`config.mk`:
```
export PLATFORM = sky130hd
export DESIGN_NAME = guidance_lightbar_renderer
export DESIGN_NICKNAME = d
export VERILOG_FILES = /design/src/design/glr_pkg.sv /design/src/design/glr_ctrl.sv /design/src/design/glr_dp.sv /design/src/design/guidance_lightbar_renderer.sv
export SDC_FILE = /design/constraint.sdc
export NUM_CORES = 1
export LEC_CHECK = 0
export ABC_AREA = 1
export BUFFER_PORTS_ARGS = -buffer_cell sky130_fd_sc_hd__buf_4
export CAP_MARGIN = 10
export CORE_ASPECT_RATIO = 1.2
export CORE_MARGIN = 8
export CORE_UTILIZATION = 30
export CTS_CLUSTER_DIAMETER = 150
export DETAILED_ROUTE_END_ITERATION = 10
export PLACE_DENSITY = 0.54
export SYNTH_ARGS = -nofsm -noshare
export SYNTH_HDL_FRONTEND = slang
export SYNTH_SLANG_ARGS = --single-unit
```
`constraint.sdc`:
```
create_clock -name clk_i -period 8.34 [get_ports clk_i]
set_input_delay 0.417 -clock clk_i [delete_from_list [all_inputs] [get_ports clk_i]]
set_output_delay 0.417 -clock clk_i [all_outputs]
set_load 0.05 [all_outputs]
```
`src/design/glr_pkg.sv`:
```
`timescale 1ns / 1ps
package glr_pkg;

  localparam int PIX_W   = 6;
  localparam int COLOR_W = 8;
  localparam int POT_W   = 12;
  localparam int DIV_W   = 8;
  localparam int CNT_W   = 4;
  localparam int ERR_W   = 9;
  localparam int CFG_W   = 1;

  // packet framing
  localparam logic [7:0] HDR_BYTE0  = 8'h80;
  localparam logic [7:0] HDR_BYTE1  = 8'h81;
  localparam logic [7:0] TYPE_BYTE0 = 8'h7F;
  localparam logic [7:0] TYPE_BYTE1 = 8'hFE;

  localparam logic [CNT_W-1:0] POS_HDR0    = 4'd0;
  localparam logic [CNT_W-1:0] POS_HDR1    = 4'd1;
  localparam logic [CNT_W-1:0] POS_TYPE0   = 4'd2;
  localparam logic [CNT_W-1:0] POS_TYPE1   = 4'd3;
  localparam logic [CNT_W-1:0] POS_ENABLE  = 4'd7;
  localparam logic [CNT_W-1:0] POS_ERROR   = 4'd10;
  localparam logic [CNT_W-1:0] MIN_PKT_LEN = 4'd11;
  localparam logic [CNT_W-1:0] CNT_MAX     = 4'd15;

  localparam logic signed [ERR_W-1:0] ERR_BIAS = 9'sd127;
  localparam int BRIGHT_SHIFT = 4;

  // config register indexes
  localparam logic [CFG_W-1:0] REG_CM_PER_PIXEL = 1'd0;
  localparam logic [CFG_W-1:0] REG_DIST_INC     = 1'd1;

  typedef enum logic [2:0] {
    ST_IDLE,
    ST_DIV_Q,
    ST_SET_M,
    ST_DIV_M,
    ST_EMIT
  } glr_state_e;

  typedef struct packed {
    logic parse;
    logic start;
    logic div_step;
    logic load_mag;
    logic emit;
  } glr_cmd_t;

  typedef struct packed {
    logic out_free;
    logic pix_last;
  } glr_status_t;

endpackage

```
`src/design/glr_ctrl.sv`:
```
`timescale 1ns / 1ps
module glr_ctrl
  import glr_pkg::*;
(
  input  logic        clk_i,
  input  logic        rst_ni,
  input  logic        in_valid_i,
  input  logic        cmd_i,
  output logic        in_ready_o,
  input  glr_status_t status_i,
  output glr_cmd_t    cmd_o
);

  localparam int STEP_W = $clog2(DIV_W);
  localparam logic [STEP_W-1:0] STEP_LAST = STEP_W'(DIV_W - 1);

  glr_state_e state_q, state_d;
  logic [STEP_W-1:0] step_q, step_d;

  always_ff @(posedge clk_i or negedge rst_ni) begin
    if (!rst_ni) begin
      state_q <= ST_IDLE;
      step_q  <= '0;
    end else begin
      state_q <= state_d;
      step_q  <= step_d;
    end
  end

  always_comb begin
    state_d    = state_q;
    step_d     = step_q;
    cmd_o      = '0;
    in_ready_o = 1'b0;
    case (state_q)
      ST_IDLE: begin
        in_ready_o = 1'b1;
        if (in_valid_i) begin
          if (cmd_i) begin
            cmd_o.start = 1'b1;
            step_d      = '0;
            state_d     = ST_DIV_Q;
          end else begin
            cmd_o.parse = 1'b1;
          end
        end
      end
      ST_DIV_Q: begin
        cmd_o.div_step = 1'b1;
        step_d         = step_q + 1'b1;
        if (step_q == STEP_LAST) begin
          state_d = ST_SET_M;
        end
      end
      ST_SET_M: begin
        cmd_o.load_mag = 1'b1;
        step_d         = '0;
        state_d        = ST_DIV_M;
      end
      ST_DIV_M: begin
        cmd_o.div_step = 1'b1;
        step_d         = step_q + 1'b1;
        if (step_q == STEP_LAST) begin
          state_d = ST_EMIT;
        end
      end
      ST_EMIT: begin
        if (status_i.out_free) begin
          cmd_o.emit = 1'b1;
          if (status_i.pix_last) begin
            state_d = ST_IDLE;
          end
        end
      end
      default: begin
        state_d = ST_IDLE;
      end
    endcase
  end

endmodule

```
`src/design/glr_dp.sv`:
```
`timescale 1ns / 1ps
module glr_dp
  import glr_pkg::*;
#(
  parameter int NUM_PIXELS = 63
) (
  input  logic               clk_i,
  input  logic               rst_ni,
  input  glr_cmd_t           cmd_i,
  output glr_status_t        status_o,
  input  logic [7:0]         data_byte_i,
  input  logic               first_byte_i,
  input  logic               last_byte_i,
  input  logic [POT_W-1:0]   pot_sample_i,
  input  logic               cfg_valid_i,
  input  logic [CFG_W-1:0]   cfg_index_i,
  input  logic [7:0]         cfg_data_i,
  output logic               out_valid_o,
  input  logic               out_ready_i,
  output logic [PIX_W-1:0]   pixel_index_o,
  output logic [COLOR_W-1:0] red_o,
  output logic [COLOR_W-1:0] green_o,
  output logic [COLOR_W-1:0] blue_o,
  output logic               last_pixel_o
);

  localparam int CENTER = (NUM_PIXELS - 1) / 2;
  localparam logic [PIX_W:0]   CTR      = (PIX_W + 1)'(CENTER);
  localparam logic [DIV_W-1:0] CTR_Q    = DIV_W'(CENTER);
  localparam logic [PIX_W-1:0] PIX_LAST = PIX_W'(NUM_PIXELS - 1);

  // config registers
  logic [7:0] cm_per_pixel_q, dist_inc_q;

  always_ff @(posedge clk_i or negedge rst_ni) begin
    if (!rst_ni) begin
      cm_per_pixel_q <= 8'd2;
      dist_inc_q     <= 8'd1;
    end else if (cfg_valid_i) begin
      case (cfg_index_i)
        REG_CM_PER_PIXEL: cm_per_pixel_q <= cfg_data_i;
        REG_DIST_INC:     dist_inc_q     <= cfg_data_i;
        default: ;
      endcase
    end
  end

  // packet parser
  logic                    enabled_q, enabled_d;
  logic signed [ERR_W-1:0] err_q, err_d;
  logic [CNT_W-1:0]        cnt_q, cnt_d;
  logic                    hm_q, hm_d;
  logic                    pend_en_q, pend_en_d;
  logic [7:0]              pend_err_q, pend_err_d;
  logic [CNT_W-1:0]        cnt_cur;

  always_comb begin
    enabled_d  = enabled_q;
    err_d      = err_q;
    cnt_d      = cnt_q;
    hm_d       = hm_q;
    pend_en_d  = pend_en_q;
    pend_err_d = pend_err_q;
    cnt_cur    = first_byte_i ? '0 : cnt_q;
    if (cmd_i.parse) begin
      hm_d = first_byte_i ? 1'b1 : hm_q;
      case (cnt_cur)
        POS_HDR0:   if (data_byte_i != HDR_BYTE0)  hm_d = 1'b0;
        POS_HDR1:   if (data_byte_i != HDR_BYTE1)  hm_d = 1'b0;
        POS_TYPE0:  if (data_byte_i != TYPE_BYTE0) hm_d = 1'b0;
        POS_TYPE1:  if (data_byte_i != TYPE_BYTE1) hm_d = 1'b0;
        POS_ENABLE: pend_en_d  = (data_byte_i != 8'd0);
        POS_ERROR:  pend_err_d = data_byte_i;
        default: ;
      endcase
      cnt_d = (cnt_cur < CNT_MAX) ? cnt_cur + 1'b1 : cnt_cur;
      if (last_byte_i) begin
        if (hm_d && cnt_d >= MIN_PKT_LEN) begin
          enabled_d = pend_en_d;
          err_d     = $signed({1'b0, pend_err_d}) - ERR_BIAS;
        end
        hm_d = 1'b0;
      end
    end
  end

  always_ff @(posedge clk_i or negedge rst_ni) begin
    if (!rst_ni) begin
      enabled_q  <= 1'b0;
      err_q      <= '0;
      cnt_q      <= '0;
      hm_q       <= 1'b0;
      pend_en_q  <= 1'b0;
      pend_err_q <= '0;
    end else begin
      enabled_q  <= enabled_d;
      err_q      <= err_d;
      cnt_q      <= cnt_d;
      hm_q       <= hm_d;
      pend_en_q  <= pend_en_d;
      pend_err_q <= pend_err_d;
    end
  end

  // shared restoring divider, one quotient bit per step
  logic [DIV_W-1:0] quo_q, rem_q, dvs_q;
  logic [DIV_W:0]   trial;
  logic             ge;
  logic [DIV_W-1:0] q_fix;
  logic [ERR_W-1:0] err_abs;
  logic             err_neg;

  assign err_neg = err_q[ERR_W-1];
  assign err_abs = err_neg ? ERR_W'(-err_q) : ERR_W'(err_q);
  assign trial   = {rem_q, quo_q[DIV_W-1]};
  assign ge      = trial >= {1'b0, dvs_q};
  // zero divisor or zero quotient both mean one
  assign q_fix   = (dist_inc_q == '0 || quo_q == '0) ? DIV_W'(1) : quo_q;

  always_ff @(posedge clk_i) begin
    if (cmd_i.start) begin
      quo_q <= cm_per_pixel_q;
      rem_q <= '0;
      dvs_q <= dist_inc_q;
    end else if (cmd_i.load_mag) begin
      quo_q <= err_abs[DIV_W-1:0];
      rem_q <= '0;
      dvs_q <= q_fix;
    end else if (cmd_i.div_step) begin
      quo_q <= {quo_q[DIV_W-2:0], ge};
      rem_q <= ge ? DIV_W'(trial - {1'b0, dvs_q}) : trial[DIV_W-1:0];
    end
  end

  // brightness and pixel sweep
  logic [COLOR_W-1:0] bright_q;
  logic [PIX_W-1:0]   pix_q;

  always_ff @(posedge clk_i) begin
    if (cmd_i.start) begin
      bright_q <= COLOR_W'(pot_sample_i >> BRIGHT_SHIFT);
    end
  end

  always_ff @(posedge clk_i or negedge rst_ni) begin
    if (!rst_ni) begin
      pix_q <= '0;
    end else if (cmd_i.start) begin
      pix_q <= '0;
    end else if (cmd_i.emit) begin
      pix_q <= pix_q + 1'b1;
    end
  end

  logic [PIX_W:0] mag_c, pi;
  logic           is_r, is_g, is_b;

  assign mag_c = (quo_q > CTR_Q) ? CTR : {1'b0, quo_q[PIX_W-1:0]};
  assign pi    = {1'b0, pix_q};

  always_comb begin
    is_r = 1'b0;
    is_g = 1'b0;
    is_b = 1'b0;
    if (!enabled_q) begin
      if (pi == CTR) is_b = 1'b1;
      else if (pi < CTR && pi + 7'd4 > CTR) is_g = 1'b1;
      else if (pi > CTR && pi < CTR + 7'd4) is_r = 1'b1;
    end else begin
      if (pi == CTR && mag_c == '0) is_b = 1'b1;
      else if (err_neg && mag_c != '0 && pi + mag_c >= CTR && pi < CTR) is_g = 1'b1;
      else if (!err_neg && mag_c != '0 && pi > CTR && pi <= CTR + mag_c) is_r = 1'b1;
    end
  end

  // output register
  logic out_valid_q;

  always_ff @(posedge clk_i or negedge rst_ni) begin
    if (!rst_ni) begin
      out_valid_q <= 1'b0;
    end else if (cmd_i.emit) begin
      out_valid_q <= 1'b1;
    end else if (out_ready_i) begin
      out_valid_q <= 1'b0;
    end
  end

  always_ff @(posedge clk_i) begin
    if (cmd_i.emit) begin
      pixel_index_o <= pix_q;
      red_o         <= is_r ? bright_q : '0;
      green_o       <= is_g ? bright_q : '0;
      blue_o        <= is_b ? bright_q : '0;
      last_pixel_o  <= (pix_q == PIX_LAST);
    end
  end

  assign out_valid_o       = out_valid_q;
  assign status_o.out_free = !out_valid_q || out_ready_i;
  assign status_o.pix_last = (pix_q == PIX_LAST);

endmodule

```
`src/design/guidance_lightbar_renderer.sv`:
```
`timescale 1ns / 1ps
// Guidance lightbar renderer.
// Input channel (in_valid_i/in_ready_o): cmd_i = 0 sends one packet byte with
// first/last markers; cmd_i = 1 is a refresh request carrying a pot sample.
// A guidance packet (header 80 81, type 7F FE, 11 bytes or more) updates the
// enable flag and the cross-track error when its last byte arrives.
// Output channel (out_valid_o/out_ready_i): a refresh yields NUM_PIXELS
// pixel colors, index 0 first, last_pixel_o on the final one.
// Config port (cfg_valid_i/cfg_ready_o, always ready): index 0 cm_per_pixel,
// index 1 dist_inc; write only while the block is idle.
// Packet bytes are taken back to back while the block is idle. A refresh
// runs two 8-step divisions on one shared restoring divider (cm_per_pixel /
// dist_inc, then |error| / quotient) with a setup state between them, then
// registers one pixel per cycle while the output is not stalled. The input
// is not ready from a refresh request until its last pixel is registered.
// A stalled receiver holds the output register and the pixel sweep waits;
// the last pixel may still sit in the output register while new requests
// are taken. Reset restores cm_per_pixel = 2, dist_inc = 1, guidance off.
module guidance_lightbar_renderer
  import glr_pkg::*;
#(
  parameter int NUM_PIXELS = 63
) (
  input  logic               clk_i,
  input  logic               rst_ni,
  input  logic               in_valid_i,
  output logic               in_ready_o,
  input  logic               cmd_i,
  input  logic [7:0]         data_byte_i,
  input  logic               first_byte_i,
  input  logic               last_byte_i,
  input  logic [POT_W-1:0]   pot_sample_i,
  output logic               out_valid_o,
  input  logic               out_ready_i,
  output logic [PIX_W-1:0]   pixel_index_o,
  output logic [COLOR_W-1:0] red_o,
  output logic [COLOR_W-1:0] green_o,
  output logic [COLOR_W-1:0] blue_o,
  output logic               last_pixel_o,
  input  logic               cfg_valid_i,
  output logic               cfg_ready_o,
  input  logic [CFG_W-1:0]   cfg_index_i,
  input  logic [7:0]         cfg_data_i
);

  glr_cmd_t    cmd;
  glr_status_t status;

  assign cfg_ready_o = 1'b1;

  glr_ctrl u_ctrl (
    .clk_i      (clk_i),
    .rst_ni     (rst_ni),
    .in_valid_i (in_valid_i),
    .cmd_i      (cmd_i),
    .in_ready_o (in_ready_o),
    .status_i   (status),
    .cmd_o      (cmd)
  );

  glr_dp #(
    .NUM_PIXELS (NUM_PIXELS)
  ) u_dp (
    .clk_i         (clk_i),
    .rst_ni        (rst_ni),
    .cmd_i         (cmd),
    .status_o      (status),
    .data_byte_i   (data_byte_i),
    .first_byte_i  (first_byte_i),
    .last_byte_i   (last_byte_i),
    .pot_sample_i  (pot_sample_i),
    .cfg_valid_i   (cfg_valid_i),
    .cfg_index_i   (cfg_index_i),
    .cfg_data_i    (cfg_data_i),
    .out_valid_o   (out_valid_o),
    .out_ready_i   (out_ready_i),
    .pixel_index_o (pixel_index_o),
    .red_o         (red_o),
    .green_o       (green_o),
    .blue_o        (blue_o),
    .last_pixel_o  (last_pixel_o)
  );

endmodule

```
---- After elaboration in Yosys (flattened, before gate mapping) ----
Index checks and enable logic that the tools add are counted.
word-level totals
  input port bits ......................... 37
  output and inout port bits .............. 34
  flip-flop bits (word level) ............. 116
  logic and storage cells ................. 156
operators by class
  bitwise operators ....................... 1
  eq/ne operators ......................... 22
  order comparisons ....................... 10
  reductions and logical operators ........ 33
  multiplexer cells ....................... 60
  add/subtract/negate cells ............... 9
operators with widths
  kind                 count
  $mux 8               10
  $mux 1               32
  $mux 3               8
  $ne 8x8->1 const B   3
  $mux 6               3
  $logic_not 8->1      2
  $pmux 3 s5           1
  $logic_and 1x1->1    10
  $ge 9x8->1           1
  $pmux 3 s3           1
  $sub 8x7->9 const B  1
  $eq 4x2->1 const B   2
  $gt 8x5->1 const B   1
  $mux 4               2
  $ne 2x2->1 const B   4
  $ne 8x7->1 const B   1
  $neg 8->8            1
  $reduce_bool 8->1    1
  $sub 8x8->8          1
  $add 5x7->7 const A  1
  $add 6x3->7 const B  1
  $add 6x7->7          1
  $ge 7x5->1 const B   1
  $gt 7x5->1 const B   1
  other kinds (33)     45

---- Longest topological paths before layout ----
Gate-level depths: netlist (run 1).
  depth after elaboration ................. 10
  gate-level depth with buffers ........... 17
  gate-level depth less buffers ........... 16

---- Cells and area by module ----
Synthesis (run 1) repeated with hierarchy kept, for this count alone.
unflattened totals
  cells, all modules ...................... 758
  area total of the unflattened synthesis .. 6472.5 um^2
by module, submodules not included
  module                      sequential area each (um^2)  cells each  times used  area an instance (um^2)
  glr_dp                      2990.4                       704         1           6073.3
  glr_ctrl                    150.1                        52          1           387.9
  guidance_lightbar_renderer  0.0                          2           1           11.3

---- Worst setup path before layout (run 1) ----
OpenSTA, ideal clock, no wires.
  kind .................................... register to register
  start ................................... register u_dp.out_valid_q (netlist: u_dp.out_valid_o)
  end ..................................... register u_dp.pix_q[5]
  setup time .............................. 123 ps
  data required time ...................... 8217 ps
  slack ................................... 5261 ps
  arrival ................................. 2956 ps
  period minus slack after synthesis ...... 3079 ps
  path buffers ............................ 0
  stages on the path, launching flop included .. 9
  cells stage by stage .................... dfrtp_1 inv_1 nor2_1 nor2_1 inv_1 nor3_1 nand3_1 o21ai_0 a21oi_1
RTL lines
  element                   line           RTL
  start: declaration        glr_dp.sv:177  logic out_valid_q;
  start signal: assignment  glr_dp.sv:181  out_valid_q <= 1'b0;
  start signal: assignment  glr_dp.sv:183  out_valid_q <= 1'b1;
  start signal: assignment  glr_dp.sv:185  out_valid_q <= 1'b0;
  end signal: assignment    glr_dp.sv:151  pix_q <= pix_q + 1'b1;
  end: declaration          glr_dp.sv:137  logic [PIX_W-1:0] pix_q;

---- Worst setup path after layout (run 1) ----
  start ................................... register u_dp.quo_q[7]
  end ..................................... register u_dp.red_o[3] (data pin)
between the ends
  cells in the longest elaborated chain, start to end .. 10
  elaborated cells on any way between the ends .. 19
  those cells by class .................... add/sub: 2; order compare: 3; mux: 5; reduce/logical: 9
ends and longest elaborated chain
  element                                                              line           RTL
  start: declaration                                                   glr_dp.sv:106  logic [DIV_W-1:0] quo_q, rem_q, dvs_q;
  start signal: assignment                                             glr_dp.sv:122  quo_q <= cm_per_pixel_q;
  start signal: assignment                                             glr_dp.sv:126  quo_q <= err_abs[DIV_W-1:0];
  start signal: assignment                                             glr_dp.sv:130  quo_q <= {quo_q[DIV_W-2:0], ge};
  $gt 8x5->1 *                                                         glr_dp.sv:158  assign mag_c = (quo_q > CTR_Q) ? CTR : {1'b0, quo_q[PIX_W-1:0]};
  $mux 6 *                                                             glr_dp.sv:158
  parallel branches: the longest is 6 deep, another holds $add 5x7->7  n/a
  $mux 1 *                                                             glr_dp.sv:170  if (pi == CTR && mag_c == '0) is_b = 1'b1;
  $mux 1 *                                                             glr_dp.sv:165  if (!enabled_q) begin
  end signal: assignment                                               glr_dp.sv:192  red_o <= is_r ? bright_q : '0;
  end: declaration                                                     glr_dp.sv:21   output logic [COLOR_W-1:0] red_o,
Every way passes the cells marked *.
A chain may end at the register's enable or synchronous reset.

==> qor.csv, run 1 <==
stage;metric;value;unit
synth;post-synthesis area per instance;8.47;µm²
finish;share of layout cells above drive strength 1;14.7;%
synth;post-synthesis register bit count;116;
floorplanning;die extent in x;149;µm
detailed_routing;drt wl/cell;13.0;µm
run;max cap viols;0;
placement;placed insts;1069;
floorplanning;height of the die;175;µm
clock_network;hold buffer count at cts;0;
detailed_routing;drt total wl;14300;µm
finish;Final Net Count;892;
sta;worst-margin pin slew;0.947;ns
detailed_routing;DR vias/cell;4.53;
pwr;Cell Pwr Density;322;nW/µm²
sta;Worst slew margin;36.6;%
detailed_routing;vias;4988;
sta;fin. max-slew vios;0;
floorplanning;Rows;58;
finish;Synth-to-Final Area Change;22.3;%
detailed_routing;Iter 0 DRT Violations;288;
sta;final worst-path cycle share;38.2;%
setup_path;CP Max Fanout;8;
synth;most frequent cell after synthesis;nand2_1;
sta;Worst Skew;0.0109;ns
placement;routability congestion estimate;0.831;
clock_network;H-tree levels;4;
sta;f_max;314;MHz
detailed_routing;Detailed Routing Iterations Pass 1;4;
sta;setup TNS;0;ns
clock_network;Max clock buf depth;2;
finish;Fill cells;2160;
synth;cell taking the most area after synthesis;edfxtp_1;
global_route;antenna violations before repair;0;
placement;HPWL Detailed;10800;µm
finish;fin cells;1101;
synth;top-area cell type share of the netlist area;26.1;%
clock_network;CTS Buf Count;17;
synth;Syn Nets;820;
setup_path;Critical Path Sink Type;register;
setup_path;kind of critical path;reg -> reg;
sta;Hold Vio Cnt, Final;0;
clock_network;root buffer cell;clkbuf_16;
synth;top post-synthesis cells by count;nand2_1, inv_1, o21ai_0;
clock_network;Post-CTS Setup Inserts;0;
pwr;Pleak;3.65;nW
pwr;Peak VDD IR;154;µV
clock_network;Resize count post-CTS;0;
synth;Cell variety after synth;47;
setup_path;Worst Path Required;8.46;ns
synth;FFs w/ async S/R, synth;45.7;%
finish;# diodes;0;
global_route;vias in the first global route;5098;
floorplanning;core area;20800;µm²
clock_network;Worst-path clk slew;0.06;ns
detailed_routing;residual DRC count;0;
floorplanning;Initial Utilization;30.3;%
global_route;pin count of the biggest net entering global routing;54;
synth;register area share after synthesis;49.7;%
synth;leading cell types by total area after synthesis;edfxtp_1, dfrtp_1, nand2_1;
placement;IO Port Bufs;65;
setup_path;Startpoint Class;register;
synth;synth warn;0;
synth;mapped cell area;6320;µm²
clock_network;worst-skew pair later-pin latency;0.41;ns
synth;Synth Flop Type;edfxtp_1;
setup_path;crit path DAT;3.31;ns
sta;Min Clock Period, post-route;3.19;ns
global_route;global-route wire length before repair;24500;µm
global_route;grt ovf;0;
clock_network;clock sink count;116;
floorplanning;# IOs;71;
detailed_routing;remaining antenna violation count;0;
floorplanning;die area;26000;µm²
setup_path;flop-to-flop setup slack;5.15;ns
synth;Post-synth EDFFs;55;
hold_path;Hold Path Class;in -> async;
setup_path;Worst setup startpoint;u_dp.quo_q[7];
status;status;completed;
clock_network;CTS tree;yes;
sta;setup violators final;0;
sta;unrepaired setup endpoints after global routing;false;
synth;Cells after Synth;746;
setup_path;reg-to-reg startpoint;u_dp.quo_q[7];
global_route;GR Util All Layers;11.7;%
[layer usage]
layer | share of wire [%] | vias up | GRT usage, %
met3 | 5.1 | 23 | 3.11
met5 | 0 | - | 0
li1 | - | 2571 | -
met1 | 45 | 2282 | 14.0
met4 | 2.2 | 0 | 5.36
met2 | 47 | 112 | 19.3
[final timing paths]
check                              endpoint  depth (start not counted)
min in group clk_i         u_dp.bright_q[7]                          1
min reg2reg                   u_dp.rem_q[7]                          2
max in group asynchronous     u_dp.pix_q[4]                          1
min                        u_ctrl.step_q[2]                          1
max                           u_dp.red_o[3]                         13
max reg2reg                   u_dp.red_o[3]                         13
[cells in the final DEF (no fill, tap or decap), drive strengths merged, types with 2 or more instances in the layout]
master,instances
clkbuf,18
a21oi,28
o211ai,4
nand2,196
inv,111
bufinv,6
a31o,2
nand4,4
o31ai,2
dfstp,2
dfrtp,51
ha,35
buf,67
nor3,10
xnor2,5
nand3,51
a21o,2
nor2,67
dfxtp,8
conb,2
nor4,2
a22oi,2
or2,2
fa,2
o21ai,66
a22o,2
edfxtp,55
clkinv,9
a211oi,2
xor2,11
[critical path, stage by stage, from the launching register on]
cell,delay [ns]
edfxtp_1,0.42
nor2_2,0.18
nand2_2,0.10
nor2_1,0.20
ha_1,0.24
nand3_2,0.12
xor2_1,0.17
ha_1,0.29
and3_1,0.18
nand2_1,0.06
nand2_1,0.06
nand2_1,0.05
a31oi_1,0.74
nor2_1,0.09
[registers in the layout, summed over array words and instances, names as in the netlist, 8 cells and up]
name	flops
u_dp.cm_per_pixel_q	8
u_dp.dist_inc_q	8
u_dp.dvs_q	8
u_dp.bright_q	8
u_dp.err_q	9
u_dp.green_o	8
u_dp.pend_err_q	8
u_dp.quo_q	8
u_dp.red_o	8
u_dp.blue_o	8
u_dp.rem_q	8
[per-stage QoR]
| step | hold WS (ns) | worst slack (ns) | total power [mW] | instance area (µm²) | utilization, % |
|---|---|---|---|---|---|
| floorplan | 0.121 | 5.26 | 1.50 | 6320 | - |
| detailed placement | 0.468 | 5.09 | 1.71 | 7090 | 34.0 |
| global placement | 0.459 | 5.18 | 1.70 | 7090 | 34.0 |
| global route | 0.127 | 4.88 | 2.70 | 7730 | 37.1 |
| finish | 0.0629 | 5.15 | 2.49 | 7730 | 37.1 |
| CTS | 0.0831 | 5.08 | 2.52 | 7730 | 37.1 |
[cell type report]
cell class                      instances  area (µm²)  share of cell area, %
Inverter                              112         420                   5.44
Sequential cell                       116        3140                   40.6
Tap cell                              270         338                   4.37
Timing Repair Buffer                   67         503                   6.50
Clock buffer                           18         429                   5.55
Clock inverter                         14         215                   2.78
Multi-Input combinational cell        504        2690                   34.7
[cells by family after synthesis]
| kind of cell | Yosys count | share of synthesized area [%] |
|---|---|---|
| and+or+nand+nor | 335 | 22.6 |
| buffers and inverters | 126 | 7.86 |
| DFF | 116 | 49.7 |
| AOI/OAI and AO/OA | 114 | 9.96 |
| adders and majority gates | 37 | 7.56 |
| xor gates and xnor gates | 16 | 2.22 |
| other | 2 | 0.119 |
[report_power, final]
group,total [mW],internal (mW),switching (mW)
logic,0.844,0.318,0.526
registers,0.851,0.751,0.100
clock network,0.798,0.553,0.245
total,2.49,1.62,0.871
Power figures use the tool's default switching activity.
==> run 2: changes to the inputs <==
--- a/config.mk
+++ b/config.mk
@@ -5,7 +5,7 @@
 export SDC_FILE = /design/constraint.sdc
 export NUM_CORES = 1
 export LEC_CHECK = 0
-export ABC_AREA = 1
+export ABC_AREA = 0
 export BUFFER_PORTS_ARGS = -buffer_cell sky130_fd_sc_hd__buf_4
 export CAP_MARGIN = 10
 export CORE_ASPECT_RATIO = 1.2
@@ -13,7 +13,7 @@
 export CORE_UTILIZATION = 30
 export CTS_CLUSTER_DIAMETER = 150
 export DETAILED_ROUTE_END_ITERATION = 10
-export PLACE_DENSITY = 0.54
+export PLACE_DENSITY = 0.56
 export SYNTH_ARGS = -nofsm -noshare
 export SYNTH_HDL_FRONTEND = slang
 export SYNTH_SLANG_ARGS = --single-unit
==> constraint.sdc (replaced) <==
create_clock -name clk_i -period 2.9 [get_ports clk_i]
set_input_delay 0.145 -clock clk_i [delete_from_list [all_inputs] [get_ports clk_i]]
set_output_delay 0.145 -clock clk_i [all_outputs]
set_load 0.05 [all_outputs]
==> qor.csv, run 2 <==
stage;metric;value;unit;change
status;status;completed;;
synth;Syn Nets;632;;-23%
finish;# diodes;0;;unchanged
setup_path;flop-to-flop setup slack;0.22;ns;-4.93 ns
finish;largest reg by FF count;u_dp.err_q;;
setup_path;Critical Path Sink Type;register;;
setup_path;crit path DAT;2.84;ns;-0.47 ns
sta;Hold WS;0.0220;ns;-0.0410 ns
clock_network;CTS Buf Count;17;;unchanged
sta;unrepaired setup endpoints after global routing;false;;
detailed_routing;met3 WL;690;µm;-5.2%
floorplanning;height of the die;175;µm;+0.25%
placement;HPWL Detailed;11200;µm;+3.8%
clock_network;CTS tree;yes;;
clock_network;root buffer cell;clkbuf_16;;
clock_network;Post-CTS Setup Inserts;0;;unchanged
synth;Cells after Synth;558;;-25%
sta;final worst-path cycle share;92.3;%;+54 points
synth;Cell variety after synth;74;;+57%
synth;post-synthesis area per instance;11.4;µm²;+34%
pwr;Pleak;3.48;nW;-4.6%
global_route;vias in the first global route;4883;;-4.2%
global_route;grt ovf;0;;unchanged
finish;Final Net Count;735;;-18%
sta;Final WS setup;0.224;ns;-4.93 ns
sta;Hold Vio Cnt, Final;0;;unchanged
finish;Synth-to-Final Area Change;28.0;%;
run;max cap viols;0;;unchanged
hold_path;Hold Path Class;in -> reg;;
floorplanning;die extent in x;149;µm;+0.25%
setup_path;R2R Path End;u_dp.green_o[0];;
synth;top post-synthesis cells by count;edfxtp_1, dfrtp_1, nand2_1;;
hold_path;hold wc startpoint;data_byte_i[2];;
sta;setup TNS;0;ns;unchanged
floorplanning;Rows;58;;unchanged
placement;routability congestion estimate;0.840;;+1.1%
detailed_routing;met1 wire length;6480;µm;-0.42%
detailed_routing;drt total wl;15000;µm;+4.4%
setup_path;CP Max Fanout;8;;unchanged
setup_path;Worst setup startpoint;u_dp.quo_q[7];;
floorplanning;die area;26100;µm²;+0.50%
synth;cell taking the most area after synthesis;edfxtp_1;;
floorplanning;Initial Utilization;30.4;%;+0.062 points
sta;worst-margin pin slew;0.767;ns;-0.180 ns
finish;Core Util, Final;38.9;%;+1.8 points
global_route;GR Util All Layers;11.9;%;+0.13 points
sta;setup violators final;0;;unchanged
detailed_routing;DR vias/cell;4.99;;+10%
synth;post-synthesis register bit count;116;;unchanged
synth;most frequent cell after synthesis;edfxtp_1;;
synth;leading cell types by total area after synthesis;edfxtp_1, dfrtp_1, ha_1;;
synth;top-area cell type share of the netlist area;26.0;%;-0.14 points
setup_path;Startpoint Class;register;;
finish;max reg flops;9;;unchanged
setup_path;cell count of the worst reg-to-reg path;9;;-4
placement;Setup WS pre-CTS;-0.0276;ns;-5.11 ns
clock_network;worst-skew pair later-pin latency;0.42;ns;about the same
finish;commonest non-fill, non-tap cell in the layout;buf_4;;
synth;register area share after synthesis;49.4;%;-0.27 points
synth;FFs w/ async S/R, synth;45.7;%;unchanged
synth;Synth Flop Type;edfxtp_1;;
placement;IO Port Bufs;65;;unchanged
clock_network;H-tree levels;4;;unchanged
pwr;Peak VDD IR;498;µV;+220%
finish;most frequent cells in the layout;buf_4, edfxtp_1, dfrtp_1;;
synth;mapped cell area;6360;µm²;+0.55%
sta;fin. max-slew vios;0;;unchanged
sta;Worst slew margin;48.8;%;+12 points
pwr;Cell Pwr Density;870;nW/µm²;+170%
detailed_routing;Detailed Routing Iterations Pass 1;4;;unchanged
clock_network;Max clock buf depth;2;;unchanged
sta;Worst Skew;0.00875;ns;-0.00219 ns
global_route;global-route wire length before repair;24600;µm;+0.67%
hold_path;Hold Path End;u_dp.pend_err_q[2];;
pwr;Tot Pwr;7.07;mW;+180%
floorplanning;# IOs;71;;unchanged
synth;synth warn;0;;unchanged
clock_network;Worst-path clk slew;0.06;ns;about the same
detailed_routing;Top Metal Used;met4;;
detailed_routing;residual DRC count;0;;unchanged
sta;f_max;374;MHz;+19%
detailed_routing;remaining antenna violation count;0;;unchanged
detailed_routing;Iter 0 DRT Violations;233;;-19%
clock_network;clock sink count;116;;unchanged
setup_path;Worst Path Required;3.06;ns;-5.40 ns
sta;Min Clock Period, post-route;2.68;ns;-0.509 ns
floorplanning;core area;20900;µm²;+0.35%
detailed_routing;met2 WL;7530;µm;+11%
synth;Post-synth EDFFs;55;;unchanged
global_route;antenna violations before repair;0;;unchanged
setup_path;reg-to-reg startpoint;u_dp.quo_q[7];;
finish;share of layout cells above drive strength 1;23.7;%;+9.1 points
global_route;pin count of the biggest net entering global routing;54;;unchanged
detailed_routing;vias;4712;;-5.5%
setup_path;kind of critical path;reg -> reg;;
hold_path;Worst Hold Depth;2;;
detailed_routing;drt wl/cell;15.9;µm;+22%
run 2: cell types whose count changed in the layout (fill, tap and decap cells not counted), sizes merged, moves of 10 or more:
cell	previous run	this run
inv	111	27
nand2	196	46
nor3b	0	10
nand3	51	11
buf	67	80
dlygate4sd3	0	21
nor2	67	29
o21ai	66	27
mux2	0	30
mux2i	0	11
and3	1	11
run 2: routing by layer:
layer,GRT usage (%),vias to the layer above
li1,-,2283
met1,13.6,2297
met2,20.5,108
met3,3.32,24
met4,4.59,0
met5,0,-
run 2: how the worst max path moves through the flow:
stage,to,cells after the start
6_report,u_dp.green_o[0],9
5_1_grt,u_dp.red_o[6],12
4_1_cts,u_dp.green_o[0],9
3_5_place_dp,u_dp.red_o[4],12
3_3_place_gp,u_dp.red_o[7],12
2_1_floorplan,u_dp.green_o[0],9
run 2: through the flow:
step	area, µm²	instances
finish	8130	944
CTS	8120	944
detailed placement	7200	891
global route	8130	944
floorplan	6360	558
global placement	7200	891
run 2: where the power goes:
group          leakage (nW)  internal [mW]  switching [mW]
Combinational          1.89           1.02            1.14
Clock                 0.346           1.78           0.761
Sequential             1.25           2.09           0.293
Total                  3.48           4.88            2.19
run 2: cell type report:
| type | instances | area [µm²] |
|---|---|---|
| Sequential cell | 116 | 3140 |
| Fill cell | 2026 | 12800 |
| Tap cell | 270 | 338 |
| Timing Repair Buffer | 101 | 823 |
| Multi-Input combinational cell | 398 | 3020 |
| Clock inverter | 15 | 284 |
| Clock buffer | 17 | 425 |
| Inverter | 27 | 101 |
run 2: cells by family after synthesis:
kind of cell | share of synthesized area (%)
simple gates | 16.3
mux | 7.05
xor+xnor | 3.58
buf+inv | 3.31
compound gates | 12.8
flops | 49.4
fa+ha+maj | 7.52
other cells | 0.118
run 2: what timing repair did:
item	CTS	global route
hold buffers	21	0
endpoints found under the hold margin	79	0
setup endpoints to repair	5	15
resized for setup	1	3
run 2: worst max-delay path: stages, from the launching register on:
cell and delay, ns:
edfxtp_1 0.43, nor3_4 0.25, nand2b_1 0.11, ha_1 0.25
fa_1 0.44, nand3_1 0.14, a21oi_1 0.07, o2111ai_1 0.21
o2111a_2 0.32, and3b_1 0.20
==> run 3: changes to the inputs <==
--- a/config.mk
+++ b/config.mk
@@ -8,12 +8,13 @@
 export ABC_AREA = 0
 export BUFFER_PORTS_ARGS = -buffer_cell sky130_fd_sc_hd__buf_4
 export CAP_MARGIN = 10
-export CORE_ASPECT_RATIO = 1.2
+export CORE_ASPECT_RATIO = 2
 export CORE_MARGIN = 8
 export CORE_UTILIZATION = 30
 export CTS_CLUSTER_DIAMETER = 150
 export DETAILED_ROUTE_END_ITERATION = 10
 export PLACE_DENSITY = 0.56
+export REMOVE_ABC_BUFFERS = 1
 export SYNTH_ARGS = -nofsm -noshare
 export SYNTH_HDL_FRONTEND = slang
 export SYNTH_SLANG_ARGS = --single-unit
==> qor.csv, run 3 (synthesis gave the netlist of run 2 again) <==
stage;metric;value;unit;change
global_route;global-route wire length before repair;25800;µm;+4.8%
sta;worst-margin pin slew;0.824;ns;+0.0568 ns
sta;Worst slew margin;45.0;%;-3.8 points
clock_network;H-tree levels;4;;unchanged
clock_network;clock sink count;116;;unchanged
detailed_routing;remaining antenna violation count;0;;unchanged
setup_path;Slowest-stage cell, CP;edfxtp_1;;
finish;# diodes;0;;unchanged
sta;final worst-path cycle share;92.2;%;about the same
finish;Final Net Count;737;;+0.27%
sta;fin. max-slew vios;0;;unchanged
finish;share of layout cells above drive strength 1;23.3;%;-0.48 points
finish;final instance area;7980;µm²;-1.9%
placement;DP Area;7200;µm²;about the same
sta;f_max;374;MHz;about the same
setup_path;critical-path cell list;nor3_4 > buf_4 > nand2b_1 > ha_1 > and3_1 > a22oi_1 > mux2i_1 > o2111a_2 > and3b_1;;
global_route;antenna violations before repair;0;;unchanged
floorplanning;die extent in x;119;µm;-20%
detailed_routing;drt total wl;15900;µm;+6.4%
finish;max reg flops;9;;unchanged
status;status;completed;;
clock_network;worst-skew pair later-pin latency;0.42;ns;about the same
finish;most frequent cells in the layout;buf_4, edfxtp_1, dfrtp_1;;
setup_path;CP Max Fanout;8;;unchanged
global_route;GR Util All Layers;12.4;%;+0.59 points
floorplanning;Initial Utilization;30.4;%;-0.038 points
sta;unrepaired setup endpoints after global routing;false;;
floorplanning;height of the die;222;µm;+26%
finish;Synth-to-Final Area Change;25.5;%;
run;max cap viols;0;;unchanged
finish;largest reg by FF count;u_dp.err_q;;
clock_network;CTS tree;yes;;
global_route;grt ovf;0;;unchanged
setup_path;Critical Path Sink Type;register;;
clock_network;CTS Buf Count;17;;unchanged
pwr;Cell Pwr Density;820;nW/µm²;-5.7%
detailed_routing;residual DRC count;0;;unchanged
setup_path;max incr delay on CP;0.44;ns;about the same
setup_path;crit path DAT;2.84;ns;about the same
setup_path;Worst Path Required;3.07;ns;about the same
floorplanning;Rows;75;;+29%
setup_path;kind of critical path;reg -> reg;;
setup_path;Startpoint Class;register;;
setup_path;Crit path buffers/inverters;1;;+1
placement;HPWL Detailed;12200;µm;+8.7%
hold_path;Hold Path Class;in -> reg;;
pwr;Peak VDD IR;424;µV;-15%
sta;setup TNS;0;ns;unchanged
sta;setup violators final;0;;unchanged
clock_network;Worst-path clk slew;0.06;ns;about the same
sta;Min Clock Period, post-route;2.67;ns;-0.00227 ns
sta;Hold Vio Cnt, Final;0;;unchanged
global_route;vias in the first global route;5077;;+4.0%
detailed_routing;DR vias/cell;4.98;;-0.28%
setup_path;delay-heaviest family, CP;simple AND/OR/NAND/NOR gates;;
clock_network;Max clock buf depth;2;;unchanged
placement;IO Port Bufs;65;;unchanged
placement;routability congestion estimate;0.837;;-0.37%
floorplanning;core area;20900;µm²;+0.13%
detailed_routing;Detailed Routing Iterations Pass 1;6;;+2
sta;Worst Skew;0.00996;ns;+0.00120 ns
floorplanning;die area;26400;µm²;+1.0%
detailed_routing;vias;4699;;-0.28%
pwr;Pleak;3.41;nW;-2.2%
detailed_routing;Iter 0 DRT Violations;167;;-28%
floorplanning;# IOs;71;;unchanged
detailed_routing;drt wl/cell;16.9;µm;+6.4%
global_route;pin count of the biggest net entering global routing;54;;unchanged
finish;commonest non-fill, non-tap cell in the layout;buf_4;;
clock_network;root buffer cell;clkbuf_16;;
## run 3: worst register-to-register path, stage by stage, from the launching register on
cell	delay [ns]
edfxtp_1	0.44
nor3_4	0.24
buf_4	0.16
nand2b_1	0.10
ha_1	0.38
and3_1	0.19
a22oi_1	0.22
mux2i_1	0.22
o2111a_2	0.28
and3b_1	0.20
## run 3: final cells by class
| class | count | area (µm²) |
|---|---|---|
| Inverter | 27 | 101 |
| Tap cell | 269 | 337 |
| Clock buffer | 19 | 433 |
| Timing Repair Buffer | 103 | 826 |
| Fill cell | 2004 | 12900 |
| Clock inverter | 12 | 115 |
| Sequential cell | 116 | 3140 |
| Multi-Input combinational cell | 398 | 3020 |
## run 3: stage by stage
step	hold WS (ns)	setup WS, ns	util, %	total power, mW	instances
after CTS	0.0196	0.102	38.0	6.58	944
after global placement	0.245	0.116	34.4	4.45	892
after detailed placement	0.253	0.0187	34.4	4.55	892
final	0.0324	0.227	38.1	6.54	944
after floorplan	-0.151	0.300	-	3.89	541
after global routing	0.0382	0.00887	38.1	6.94	944
## run 3: path summary, 6_finish.rpt
check	start	to	slack [ns]	depth (start not counted)
worst max-delay path	u_dp.quo_q[5]	u_dp.green_o[7]	0.23	9
worst min-delay path	data_byte_i[2]	u_dp.pend_err_q[2]	0.03	2
worst max register to register	u_dp.quo_q[5]	u_dp.green_o[7]	0.23	9
worst min register to register	u_dp.pend_en_q	u_dp.pend_en_q	0.49	2
max in group asynchronous	rst_ni	u_dp.pix_q[0]	2.09	2
min in group asynchronous	rst_ni	u_dp.dist_inc_q[7]	0.32	2
## run 3: timing repair
action                     CTS  global route
cloned                       0             0
hold buffers                21             0
buffers inserted             0             0
setup endpoints to repair    8            16
resized for setup            1             3
hold endpoints to repair    79             0
pin swaps                    0             1
## run 3: routing by layer
| layer | global-route usage [%] | vias to the layer above | part of all wire [%] |
|---|---|---|---|
| li1 | - | 2269 | - |
| met1 | 11.0 | 2302 | 34 |
| met2 | 24.7 | 100 | 59 |
| met3 | 2.60 | 28 | 3.2 |
| met4 | 7.39 | 0 | 3.6 |
| met5 | 0 | - | 0 |
## run 3: where the power goes
group / leakage [nW] / total (mW) / internal, mW / switching (mW)
logic: 1.90 / 2.17 / 1.01 / 1.15
registers: 1.25 / 2.39 / 2.09 / 0.301
clock network: 0.265 / 1.98 / 1.24 / 0.739
total: 3.41 / 6.54 / 4.35 / 2.19
